## src/assert_macros.svh

```systemverilog
// ----------------------------------------------------------------------------
// Assertion macros
// Shared concurrent assertion wrappers for the colorizer RTL.
// ----------------------------------------------------------------------------
`ifndef ASSERT_MACROS_SVH
`define ASSERT_MACROS_SVH

`ifndef ASSERT_OFF

// check on every clock edge outside reset
`define DHC_ASSERT(label, prop) \
    label: assert property (@(posedge i_clk) disable iff (!i_rst_n) prop) \
        else $error("colorizer assertion failed");

// check on every clock edge, reset included
`define DHC_ASSERT_ALWAYS(label, prop) \
    label: assert property (@(posedge i_clk) prop) \
        else $error("colorizer assertion failed");

`else

`define DHC_ASSERT(label, prop)
`define DHC_ASSERT_ALWAYS(label, prop)

`endif

`endif

```

## src/dhc_pkg.sv

```systemverilog
// ----------------------------------------------------------------------------
// dhc_pkg
// Types, constants and helpers shared by the disparity colorizer modules.
// ----------------------------------------------------------------------------
`default_nettype none

package dhc_pkg;

    localparam int unsigned PIX_W     = 8;
    localparam int unsigned DIV_CELLS = 8;   // one quotient bit per cell
    localparam int unsigned SECTOR    = 60;
    localparam int unsigned MAX_RESET = 255;
    localparam logic [PIX_W-1:0] FULL = 8'hFF;

    // word handed from cell to cell of the hue divider
    typedef struct packed {
        logic [PIX_W-1:0]     part;     // partial remainder, below divisor
        logic [PIX_W-1:0]     low;      // dividend bits not yet shifted in
        logic [DIV_CELLS-1:0] quot;     // quotient bits so far
        logic [PIX_W-1:0]     divisor;  // max disparity
        logic                 zero;     // max disparity is zero: black
    } t_div_word;

    typedef enum logic [2:0] {
        REGION_RED_YELLOW,
        REGION_YELLOW_GREEN,
        REGION_GREEN_CYAN,
        REGION_CYAN_BLUE,
        REGION_BLUE_MAGENTA,
        REGION_MAGENTA_RED
    } t_hue_region;

    // floor(255 * r / 60) == floor(17 * r / 4)
    function automatic logic [PIX_W-1:0] ramp(input logic [5:0] r);
        logic [9:0] p;
        p = {r, 4'b0000} + {4'b0000, r};
        return p[9:2];
    endfunction

endpackage

`default_nettype wire

```

## src/disparity_hue_colorizer_unit.sv

```systemverilog
// ----------------------------------------------------------------------------
// disparity_hue_colorizer_unit
// Maps one 8-bit disparity pixel to a blue, green, red hue color.
// ----------------------------------------------------------------------------
// The unit takes one pixel per clock while o_in_ready is high: the front
// stage clamps the pixel to max_disparity and forms (max - d) * 240, eight
// cells of the hue divider each settle one quotient bit, and the color
// stage turns the hue into the color
// triple. Every stage holds its own item, so a stall at the output only
// stops the stages behind a full one. Max disparity is red, zero is blue,
// a max_disparity of zero gives black; write it only while no item is in
// flight. Reset value of max_disparity is 255.
`default_nettype none

`include "assert_macros.svh"

module disparity_hue_colorizer_unit (
    input  wire logic                       i_clk,
    input  wire logic                       i_rst_n,
    input  wire logic                       i_cfg_wr_en,
    input  wire logic [dhc_pkg::PIX_W-1:0]  i_cfg_wr_data,
    input  wire logic                       i_in_valid,
    output logic                            o_in_ready,
    input  wire logic [dhc_pkg::PIX_W-1:0]  i_disparity,
    output logic                            o_out_valid,
    input  wire logic                       i_out_ready,
    output logic [dhc_pkg::PIX_W-1:0]       o_blue,
    output logic [dhc_pkg::PIX_W-1:0]       o_green,
    output logic [dhc_pkg::PIX_W-1:0]       o_red
);

    localparam int unsigned N = dhc_pkg::DIV_CELLS;

    logic [dhc_pkg::PIX_W-1:0] r_max_disparity;
    logic [N:0]                chain_valid;
    logic [N:0]                chain_ready;
    dhc_pkg::t_div_word        chain_word [N+1];

    always_ff @(posedge i_clk) begin
        if (!i_rst_n) begin
            r_max_disparity <= dhc_pkg::PIX_W'(dhc_pkg::MAX_RESET);
        end else if (i_cfg_wr_en) begin
            r_max_disparity <= i_cfg_wr_data;
        end
    end

    dhc_front u_front (
        .i_clk       (i_clk),
        .i_rst_n     (i_rst_n),
        .i_max       (r_max_disparity),
        .i_valid     (i_in_valid),
        .o_ready     (o_in_ready),
        .i_disparity (i_disparity),
        .o_valid     (chain_valid[0]),
        .i_ready     (chain_ready[0]),
        .o_word      (chain_word[0])
    );

    for (genvar k = 0; k < N; k++) begin : g_cell
        dhc_div_cell u_cell (
            .i_clk   (i_clk),
            .i_rst_n (i_rst_n),
            .i_valid (chain_valid[k]),
            .o_ready (chain_ready[k]),
            .i_word  (chain_word[k]),
            .o_valid (chain_valid[k+1]),
            .i_ready (chain_ready[k+1]),
            .o_word  (chain_word[k+1])
        );
    end

    dhc_color u_color (
        .i_clk   (i_clk),
        .i_rst_n (i_rst_n),
        .i_valid (chain_valid[N]),
        .o_ready (chain_ready[N]),
        .i_word  (chain_word[N]),
        .o_valid (o_out_valid),
        .i_ready (i_out_ready),
        .o_blue  (o_blue),
        .o_green (o_green),
        .o_red   (o_red)
    );

    // an empty output stage lets the whole chain advance
    `DHC_ASSERT(a_ready_when_drained, !o_out_valid |-> o_in_ready)

    // a fully saturated hue: one channel at full scale unless black
    `DHC_ASSERT(a_one_full_channel, o_out_valid |-> (o_blue == dhc_pkg::FULL || o_green == dhc_pkg::FULL || o_red == dhc_pkg::FULL || (o_blue == '0 && o_green == '0 && o_red == '0)))

    // a fully saturated hue: one channel always off
    `DHC_ASSERT(a_one_dark_channel, o_out_valid |-> (o_blue == '0 || o_green == '0 || o_red == '0))

    // nothing leaves the unit right after reset
    `DHC_ASSERT_ALWAYS(a_empty_after_reset, !$past(i_rst_n) |-> !o_out_valid)

endmodule

`default_nettype wire

```

## src/dhc_front.sv

```systemverilog
// ----------------------------------------------------------------------------
// dhc_front
// Clamps the pixel, forms (max - d) * 240 and loads the divider word.
// ----------------------------------------------------------------------------
`default_nettype none

module dhc_front (
    input  wire logic                       i_clk,
    input  wire logic                       i_rst_n,
    input  wire logic [dhc_pkg::PIX_W-1:0]  i_max,
    input  wire logic                       i_valid,
    output logic                            o_ready,
    input  wire logic [dhc_pkg::PIX_W-1:0]  i_disparity,
    output logic                            o_valid,
    input  wire logic                       i_ready,
    output dhc_pkg::t_div_word              o_word
);

    logic                      r_valid;
    dhc_pkg::t_div_word        r_word;
    dhc_pkg::t_div_word        n_word;
    logic [dhc_pkg::PIX_W-1:0] clamped;
    logic [dhc_pkg::PIX_W-1:0] span;
    logic [15:0]               dividend;

    assign o_ready = !r_valid || i_ready;

    always_comb begin
        clamped  = (i_disparity > i_max) ? i_max : i_disparity;
        span     = i_max - clamped;
        // span * 240 = span * 256 - span * 16
        dividend = {span, 8'h00} - {4'h0, span, 4'h0};
        n_word.part    = dividend[15:8];
        n_word.low     = dividend[7:0];
        n_word.quot    = '0;
        n_word.divisor = i_max;
        n_word.zero    = (i_max == '0);
    end

    always_ff @(posedge i_clk) begin
        if (!i_rst_n) begin
            r_valid <= 1'b0;
        end else if (o_ready) begin
            r_valid <= i_valid;
        end
    end

    always_ff @(posedge i_clk) begin
        if (o_ready && i_valid) begin
            r_word <= n_word;
        end
    end

    assign o_valid = r_valid;
    assign o_word  = r_word;

endmodule

`default_nettype wire

```

## src/dhc_div_cell.sv

```systemverilog
// ----------------------------------------------------------------------------
// dhc_div_cell
// One restoring-division cell: shifts in a dividend bit, decides one
// quotient bit and registers the word for the next cell.
// ----------------------------------------------------------------------------
`default_nettype none

module dhc_div_cell (
    input  wire logic        i_clk,
    input  wire logic        i_rst_n,
    input  wire logic        i_valid,
    output logic             o_ready,
    input  wire dhc_pkg::t_div_word i_word,
    output logic             o_valid,
    input  wire logic        i_ready,
    output dhc_pkg::t_div_word o_word
);

    logic                      r_valid;
    dhc_pkg::t_div_word        r_word;
    dhc_pkg::t_div_word        n_word;
    logic [dhc_pkg::PIX_W:0]   trial;
    logic [dhc_pkg::PIX_W:0]   diff;
    logic                      take;

    assign o_ready = !r_valid || i_ready;

    always_comb begin
        trial  = {i_word.part, i_word.low[dhc_pkg::PIX_W-1]};
        diff   = trial - {1'b0, i_word.divisor};
        take   = (trial >= {1'b0, i_word.divisor});
        n_word = i_word;
        n_word.part = take ? diff[dhc_pkg::PIX_W-1:0] : trial[dhc_pkg::PIX_W-1:0];
        n_word.low  = {i_word.low[dhc_pkg::PIX_W-2:0], 1'b0};
        n_word.quot = {i_word.quot[dhc_pkg::DIV_CELLS-2:0], take};
    end

    always_ff @(posedge i_clk) begin
        if (!i_rst_n) begin
            r_valid <= 1'b0;
        end else if (o_ready) begin
            r_valid <= i_valid;
        end
    end

    always_ff @(posedge i_clk) begin
        if (o_ready && i_valid) begin
            r_word <= n_word;
        end
    end

    assign o_valid = r_valid;
    assign o_word  = r_word;

endmodule

`default_nettype wire

```

## src/dhc_color.sv

```systemverilog
// ----------------------------------------------------------------------------
// dhc_color
// Splits the hue into sector and offset, builds the ramps and registers
// the blue, green, red triple.
// ----------------------------------------------------------------------------
`default_nettype none

module dhc_color (
    input  wire logic                       i_clk,
    input  wire logic                       i_rst_n,
    input  wire logic                       i_valid,
    output logic                            o_ready,
    input  wire dhc_pkg::t_div_word         i_word,
    output logic                            o_valid,
    input  wire logic                       i_ready,
    output logic [dhc_pkg::PIX_W-1:0]       o_blue,
    output logic [dhc_pkg::PIX_W-1:0]       o_green,
    output logic [dhc_pkg::PIX_W-1:0]       o_red
);

    localparam logic [7:0] S1 = 8'(dhc_pkg::SECTOR);
    localparam logic [7:0] S2 = 8'(2 * dhc_pkg::SECTOR);
    localparam logic [7:0] S3 = 8'(3 * dhc_pkg::SECTOR);
    localparam logic [7:0] S4 = 8'(4 * dhc_pkg::SECTOR);

    logic                      r_valid;
    logic [dhc_pkg::PIX_W-1:0] r_blue, r_green, r_red;
    logic [dhc_pkg::PIX_W-1:0] n_blue, n_green, n_red;
    logic [7:0]                hue;
    logic [7:0]                offset;
    logic [5:0]                rem;
    logic [dhc_pkg::PIX_W-1:0] rise, fall;
    dhc_pkg::t_hue_region      region;

    assign o_ready = !r_valid || i_ready;

    always_comb begin
        hue = i_word.quot;
        if (hue >= S4) begin
            region = dhc_pkg::REGION_BLUE_MAGENTA;
            offset = hue - S4;
        end else if (hue >= S3) begin
            region = dhc_pkg::REGION_CYAN_BLUE;
            offset = hue - S3;
        end else if (hue >= S2) begin
            region = dhc_pkg::REGION_GREEN_CYAN;
            offset = hue - S2;
        end else if (hue >= S1) begin
            region = dhc_pkg::REGION_YELLOW_GREEN;
            offset = hue - S1;
        end else begin
            region = dhc_pkg::REGION_RED_YELLOW;
            offset = hue;
        end
        rem  = offset[5:0];
        rise = dhc_pkg::ramp(rem);
        fall = dhc_pkg::ramp(6'(dhc_pkg::SECTOR) - rem);

        case (region)
            dhc_pkg::REGION_RED_YELLOW: begin
                n_blue = '0;   n_green = rise;         n_red = dhc_pkg::FULL;
            end
            dhc_pkg::REGION_YELLOW_GREEN: begin
                n_blue = '0;   n_green = dhc_pkg::FULL; n_red = fall;
            end
            dhc_pkg::REGION_GREEN_CYAN: begin
                n_blue = rise; n_green = dhc_pkg::FULL; n_red = '0;
            end
            dhc_pkg::REGION_CYAN_BLUE: begin
                n_blue = dhc_pkg::FULL; n_green = fall; n_red = '0;
            end
            dhc_pkg::REGION_BLUE_MAGENTA: begin
                n_blue = dhc_pkg::FULL; n_green = '0;   n_red = rise;
            end
            default: begin
                n_blue = rise; n_green = '0; n_red = dhc_pkg::FULL;
            end
        endcase

        // zero maximum: black
        if (i_word.zero) begin
            n_blue  = '0;
            n_green = '0;
            n_red   = '0;
        end
    end

    always_ff @(posedge i_clk) begin
        if (!i_rst_n) begin
            r_valid <= 1'b0;
        end else if (o_ready) begin
            r_valid <= i_valid;
        end
    end

    always_ff @(posedge i_clk) begin
        if (o_ready && i_valid) begin
            r_blue  <= n_blue;
            r_green <= n_green;
            r_red   <= n_red;
        end
    end

    assign o_valid = r_valid;
    assign o_blue  = r_blue;
    assign o_green = r_green;
    assign o_red   = r_red;

endmodule

`default_nettype wire
```

## config.mk

```make
export PLATFORM = sky130hd
export DESIGN_NAME = disparity_hue_colorizer_unit
export DESIGN_NICKNAME = d
export VERILOG_FILES = /design/src/dhc_pkg.sv /design/src/disparity_hue_colorizer_unit.sv /design/src/dhc_front.sv /design/src/dhc_div_cell.sv /design/src/dhc_color.sv
export VERILOG_INCLUDE_DIRS = /design/src /design/src/src
export SDC_FILE = /design/constraint.sdc
export NUM_CORES = 1
export LEC_CHECK = 0
export ABC_AREA = 1
export BUFFER_PORTS_ARGS = -buffer_cell sky130_fd_sc_hd__clkbuf_2
export CORE_ASPECT_RATIO = 0.9
export CORE_UTILIZATION = 62
export CTS_CLUSTER_SIZE = 12
export DETAILED_ROUTE_END_ITERATION = 8
export PLACE_DENSITY_LB_ADDON = 0.05
export SYNTH_ARGS = -nofsm -noshare
export SYNTH_HDL_FRONTEND = slang
export SYNTH_SLANG_ARGS = --single-unit
```

## constraint.sdc

```tcl
create_clock -name i_clk -period 5.75 [get_ports i_clk]
set_input_delay 0.8625 -clock i_clk [delete_from_list [all_inputs] [get_ports i_clk]]
set_output_delay 0.8625 -clock i_clk [all_outputs]
set_load 0.005 [all_outputs]
```

Word-level counts from Yosys, hierarchy flattened
Cells that the tools add are included.

word-level totals
  output and inout bits = 26
  register bits after elaboration = 251
  word-level logic and storage cells = 143
  input bits = 21

operators by class
  order comparisons = 13
  eq/ne operators = 4
  reductions and logical operators = 36
  add/subtract/negate cells = 16
  multiplexer cells = 19

operator list
  operator               number
  $ge A9 B8 Y1           8
  $mux W8                8
  $sub A8 B8 Y8          8
  $pmux W8 S3            2
  $mux W6                4
  $sub A6 B6 Y6 const B  4
  $add A10 B6 Y10        2
  $ge A8 B8 Y1 const B   2
  $pmux W8 S2            1
  $sub A16 B12 Y16       1
  $logic_and A1 B1 Y1    10
  $logic_not A1 Y1       10
  $logic_or A1 B1 Y1     10
  $mux W3                3
  $ge A8 B6 Y1 const B   1
  $ge A8 B7 Y1 const B   1
  $gt A8 B8 Y1           1
  $logic_not A8 Y1       1
  $reduce_or A2 Y1       4
  $eq A3 B2 Y1 const B   2
  $sub A6 B6 Y6 const A  1
  $eq A3 B1 Y1 const B   1
  $eq A3 B3 Y1 const B   1
  $logic_not A3 Y1       1
  $mux W1                1

Logic depth before layout (Yosys ltp)
  word-level depth = 12
  gate-level depth with buffers = 29
  depth with buffers taken out = 28

Cells and area by module
From an unflattened synthesis, not the netlist that was laid out.

second synthesis, totals
  cells, all modules = 1703
  area total of the unflattened synthesis = 17545.6 um^2

by module, submodules not included
  module                                sequential area each (um^2)  area each (um^2)  cells an instance  times used
  dhc_div_cell at g_cell[0].u_cell ...  980.9                        1666.6            147                6
  dhc_color                             740.7                        2087.0            263                1
  dhc_front                             650.6                        1880.6            227                1
  dhc_div_cell at g_cell[5].u_cell      980.9                        1650.3            148                1
  dhc_div_cell at g_cell[4].u_cell      980.9                        1647.8            148                1
  disparity_hue_colorizer_unit          160.2                        280.3             35                 1

Worst setup path after synthesis
No wires, ideal clock.

  path type = input -> register
  start = input port i_disparity[3] in the netlist's numbering
  end = register u_front.r_word, in the netlist u_front.o_word[29] (data pin)
  data arrival time = 4031 ps
  path buffers = 1
  data required time = 5489 ps
  slack = 1459 ps
  library setup time = 261 ps
  stages = 23
  cell sequence = ha_1 > a21oi_1 > o21ai_0 > nand2_1 > o211ai_1 > o21ai_1 > clkbuf_1 > a21oi_1 > ha_1 > a21oi_1 > o21ai_1 > nand2_1 > nand2_1 > nand2_1 > nand2_1 > nand2_1 > nand2_1 > a21oi_1 > xor2_1 > ha_1 > a21oi_1 > nand2_1 > xor2_1

between the ends
  longest elaborated chain between the ends = 4

ends and longest elaborated chain
  element                   line                                RTL
  from (decl)               disparity_hue_colorizer_unit.sv:24  input wire logic [dhc_pkg::PIX_W-1:0] i_disparity,
  $gt A8 B8 Y1              dhc_front.sv:29                     clamped = (i_disparity > i_max) ? i_max : i_disparity;
  $mux W8 (*)               dhc_front.sv:29
  $sub A8 B8 Y8 (*)         dhc_front.sv:30                     span = i_max - clamped;
  $sub A16 B12 Y16 (*)      dhc_front.sv:32                     dividend = {span, 8'h00} - {4'h0, span, 4'h0};
  via u_front.dividend[12]  dhc_front.sv:24                     logic [15:0] dividend;
  to (signal assigned)      dhc_front.sv:50                     r_word <= n_word;
  to (decl)                 dhc_front.sv:20                     dhc_pkg::t_div_word r_word;

Mark *: on every way through the listed nets, which the timed path passes. The rest lies on a longest branch.
A chain may end at the register's enable or synchronous reset.

Worst setup path after layout
  start = register r_max_disparity[6] in the netlist's numbering
  end = register u_front.r_word, in the netlist u_front.o_word[29] (data pin)

between the ends
  longest elaborated chain between the ends = 4

ends and longest elaborated chain
  element                   line                                RTL
  from (decl)               disparity_hue_colorizer_unit.sv:34  logic [dhc_pkg::PIX_W-1:0] r_max_disparity;
  from (signal assigned)    disparity_hue_colorizer_unit.sv:41  r_max_disparity <= dhc_pkg::PIX_W'(dhc_pkg::MAX_RESET);
  from (signal assigned)    disparity_hue_colorizer_unit.sv:43  r_max_disparity <= i_cfg_wr_data;
  $gt A8 B8 Y1              dhc_front.sv:29
  $mux W8                   dhc_front.sv:29
  $sub A8 B8 Y8 (*)         dhc_front.sv:30
  $sub A16 B12 Y16 (*)      dhc_front.sv:32
  via u_front.dividend[12]  dhc_front.sv:24

Marks and branches as above.

==> reports/metrics.yaml <==
status:
  status: "finished clean"
sta:
  fmax_mhz: 226
  setup_viol: 0
  hold-worst-slack_ns: 0.413
  finalHoldViolations: 0
  min_period_ns: 4.43
  skew_ns: 0.00796
  slew_violations: 0
  rsz0062_at_grt: "no"
  post-route-period-util_pct: 77.0
  slew-limit-headroom_pct: 14.9
  tns_ns: 0
  worst_pin_slew_ns: 1.27
  fin_ws_ns: 1.32
placement:
  gp_congestion: 0.876
  placement.io_buffers: 46
  placed_area_um2: 12600
  place_ws_ns: 0.917
  hpwl_um: 16300
clock_tree:
  clock_latency_ns: 0.50
  clockRootBuffer: "clkbuf_16"
  cts.clk_slew.worst_paths_ns: 0.06
  cts_resized: 0
  cts_inserted_buffers: 24
  clockBufferDepth: 3
  cts_tree: "built"
  hold_buffers: 0
  post_cts_buffers: 0
  cts_max_level: 1
  cts_sinks: 225
worst_setup_path:
  cpPeakStageDelay_ns: 0.68
  reg2regPathDepth: 24
  critical_path_class: "register to register"
  cp_slowest_cell: "o21ai_1"
  path_cells: "inv_1 > ha_1 > nand2_1 > nor2_1 > nand3_1 > o21ai_1 > nand2_1 > o21ai_0 > inv_1 > ha_1 > nand2_1 > o21ai_1 > nand2_1 > nand2_1 > nand2_1 > nand2_1 > nand2_1 > nand2_1 > a21oi_1 > xor2_1 > ha_1 > a21oi_1 > nand2_1 > xor2_1"
  cp-end-kind: "register"
  reg2reg_from: "r_max_disparity[6]$_SDFFE_PN1P_"
  cp-start-kind: "register"
  worstPathRequired_ns: 6.00
  crit_top_cell: "nand2_1"
  arrival_ns: 4.68
  crit_fanout: 15
  cp-startpoint: "r_max_disparity[6]$_SDFFE_PN1P_"
power:
  leakage_uw: 0.00592
  max-vdd-ir-drop_uv: 296
  p_per_area_nw_per_um2: 312
detailed_routing:
  drtAntennaViolNets: 0
  drc_errors: 0
  drtPass1Iterations: 5
  via_count: 8015
  drtIter0Drc: 419
  routed_via_density: 5.26
  routed_wirelength_um: 21200
  wire_per_inst_um: 13.9
synthesis:
  synth_top_flop_cell: "edfxtp_1"
  yosys-top-cells-area: "edfxtp_1, ha_1, inv_1"
  synth_top_area_cell: "edfxtp_1"
  syn_nets: 1325
  ys_types: 42
  synthCells: 1200
  yosysWarnings: 0
  ys_seq_elements: 225
  netlist.area_leader.share_pct: 51.4
  synth_edf_count: 207
  yosysSeqAreaShare_pct: 54.3
  synth_area_um2: 12100
  synth.avg_cell_area_um2: 10.1
  async_flop_share_pct: 0
floorplan:
  io_pins: 47
  rows: 48
  start_util_pct: 63.2
  die_h_um: 135
  die_area_um2: 20100
  die_w_um: 149
  core_um2: 19200
hold_path:
  hold_start: "g_cell[5].u_cell.o_word[0]$_DFFE_PP_"
  hold_path_depth: 0
  hold_class: "register to register"
cells_and_area:
  layout-drive-gt1-share_pct: 9.82
  syn_to_final_growth_pct: 10.4
  final_cell_area_um2: 13400
  antenna_cells: 0
  fin_nets: 1380
global_route:
  grt_pass1_vias: 7765
  grt_max_degree: 25
  grt_antenna_before_repair: 0
  grt_pass1_wl_um: 35500
  grt_usage_pct: 22.3
  overflow: 0
flow_run:
  max_cap_viol_count: 0
## cell usage after synthesis, drive strengths merged (4+ instances only)
cell / n
a21oi: 108
nor2: 102
edfxtp: 207
xor2: 45
clkbuf: 6
ha: 94
dfxtp: 18
fa: 10
or2: 5
o21ai: 67
inv: 212
nand3: 44
nand4: 6
xnor2: 9
a211oi: 5
buf: 12
nor3: 8
a31oi: 12
nor4: 4
o21bai: 4
nand2: 204
nand3b: 4
a21o: 4
## critical path, delay by kind of cell, from the launching register on
family	cells	cell delay (ns)
buf+inv	2	0.21
fa+ha+maj	3	0.91
simple gates	12	0.95
flops	1	0.42
compound gates	5	1.30
xor+xnor	2	0.39
## cells in the final DEF (no fill, tap or decap), types with 3 or more instances in the layout
master / count
edfxtp_1: 207
inv_1: 206
nand2_1: 190
a21oi_1: 106
ha_1: 94
nor2_1: 91
o21ai_0: 55
clkbuf_2: 46
xor2_1: 45
nand3_1: 39
clkbuf_16: 25
dfxtp_1: 18
a31oi_1: 12
o21ai_1: 11
nor2_2: 11
clkbuf_1: 11
nand2_2: 10
fa_1: 10
xnor2_1: 9
nor3_1: 8
inv_2: 6
nand4_1: 6
nand3_2: 5
or2_2: 5
a211oi_1: 5
clkbuf_8: 5
a21o_1: 4
o21bai_1: 4
nor4_1: 4
nand3b_1: 3
nand2_4: 3
nand2b_1: 3
## sequential cells by signal (all words and copies together), names as in the netlist
| signal | count |
|---|---|
| g_cell.u_cell.o_word | 162 |
| g_cell.u_cell.o_valid | 8 |
| u_color.o_valid | 1 |
| u_front.o_word | 21 |
| r_max_disparity | 8 |
| u_color.o_blue | 8 |
| u_color.o_green | 8 |
| u_front.o_valid | 1 |
| u_color.o_red | 8 |
## area by class of cell
class,instances,area [um2]
repair buffers,47,238
well taps,250,313
clock inverters,3,65.1
fillers,1473,5800
inverters,214,803
flip-flops and latches,225,6580
clock buffers,41,736
multi-input cells,743,4630
## routing by layer
metal,vias to the layer above,track usage [%],wire [um]
li1,4126,-,-
met1,3710,27.1,9000
met2,135,40.3,10800
met3,44,3.85,853
met4,0,6.80,556
met5,-,0,0
## through the flow
step	total power (uW)	instances	util [%]
floorplan	2510	1200	-
global placement	2650	1479	65.5
detailed placement	2660	1479	65.5
CTS	4200	1523	69.7
global route	4390	1523	69.7
finish	4170	1523	69.7
## final timing paths
check / slack (ns) / endpoint
max: 1.32 / u_front.o_word[29]$_DFFE_PP_
min: 0.41 / g_cell[6].u_cell.o_word[0]$_DFFE_PP_
max reg2reg: 1.32 / u_front.o_word[29]$_DFFE_PP_
min reg2reg: 0.41 / g_cell[6].u_cell.o_word[0]$_DFFE_PP_
## where the power goes
group          total [uW]  internal (uW)  leakage, uW  switching (uW)
clock network        1540            954     0.000389             585
logic                 666            258      0.00350             408
registers            1970           1910      0.00203            56.4
total                4170           3120      0.00592            1050
## cells by family after synthesis
logic type	after synthesis	share of synthesized area (%)
compound gates	204	8.99
buf+inv	232	7.53
simple gates	381	13.9
xor+xnor	54	3.91
fa+ha+maj	104	11.4
flops	225	54.3
No activity file was read; power rests on OpenSTA's default activity.
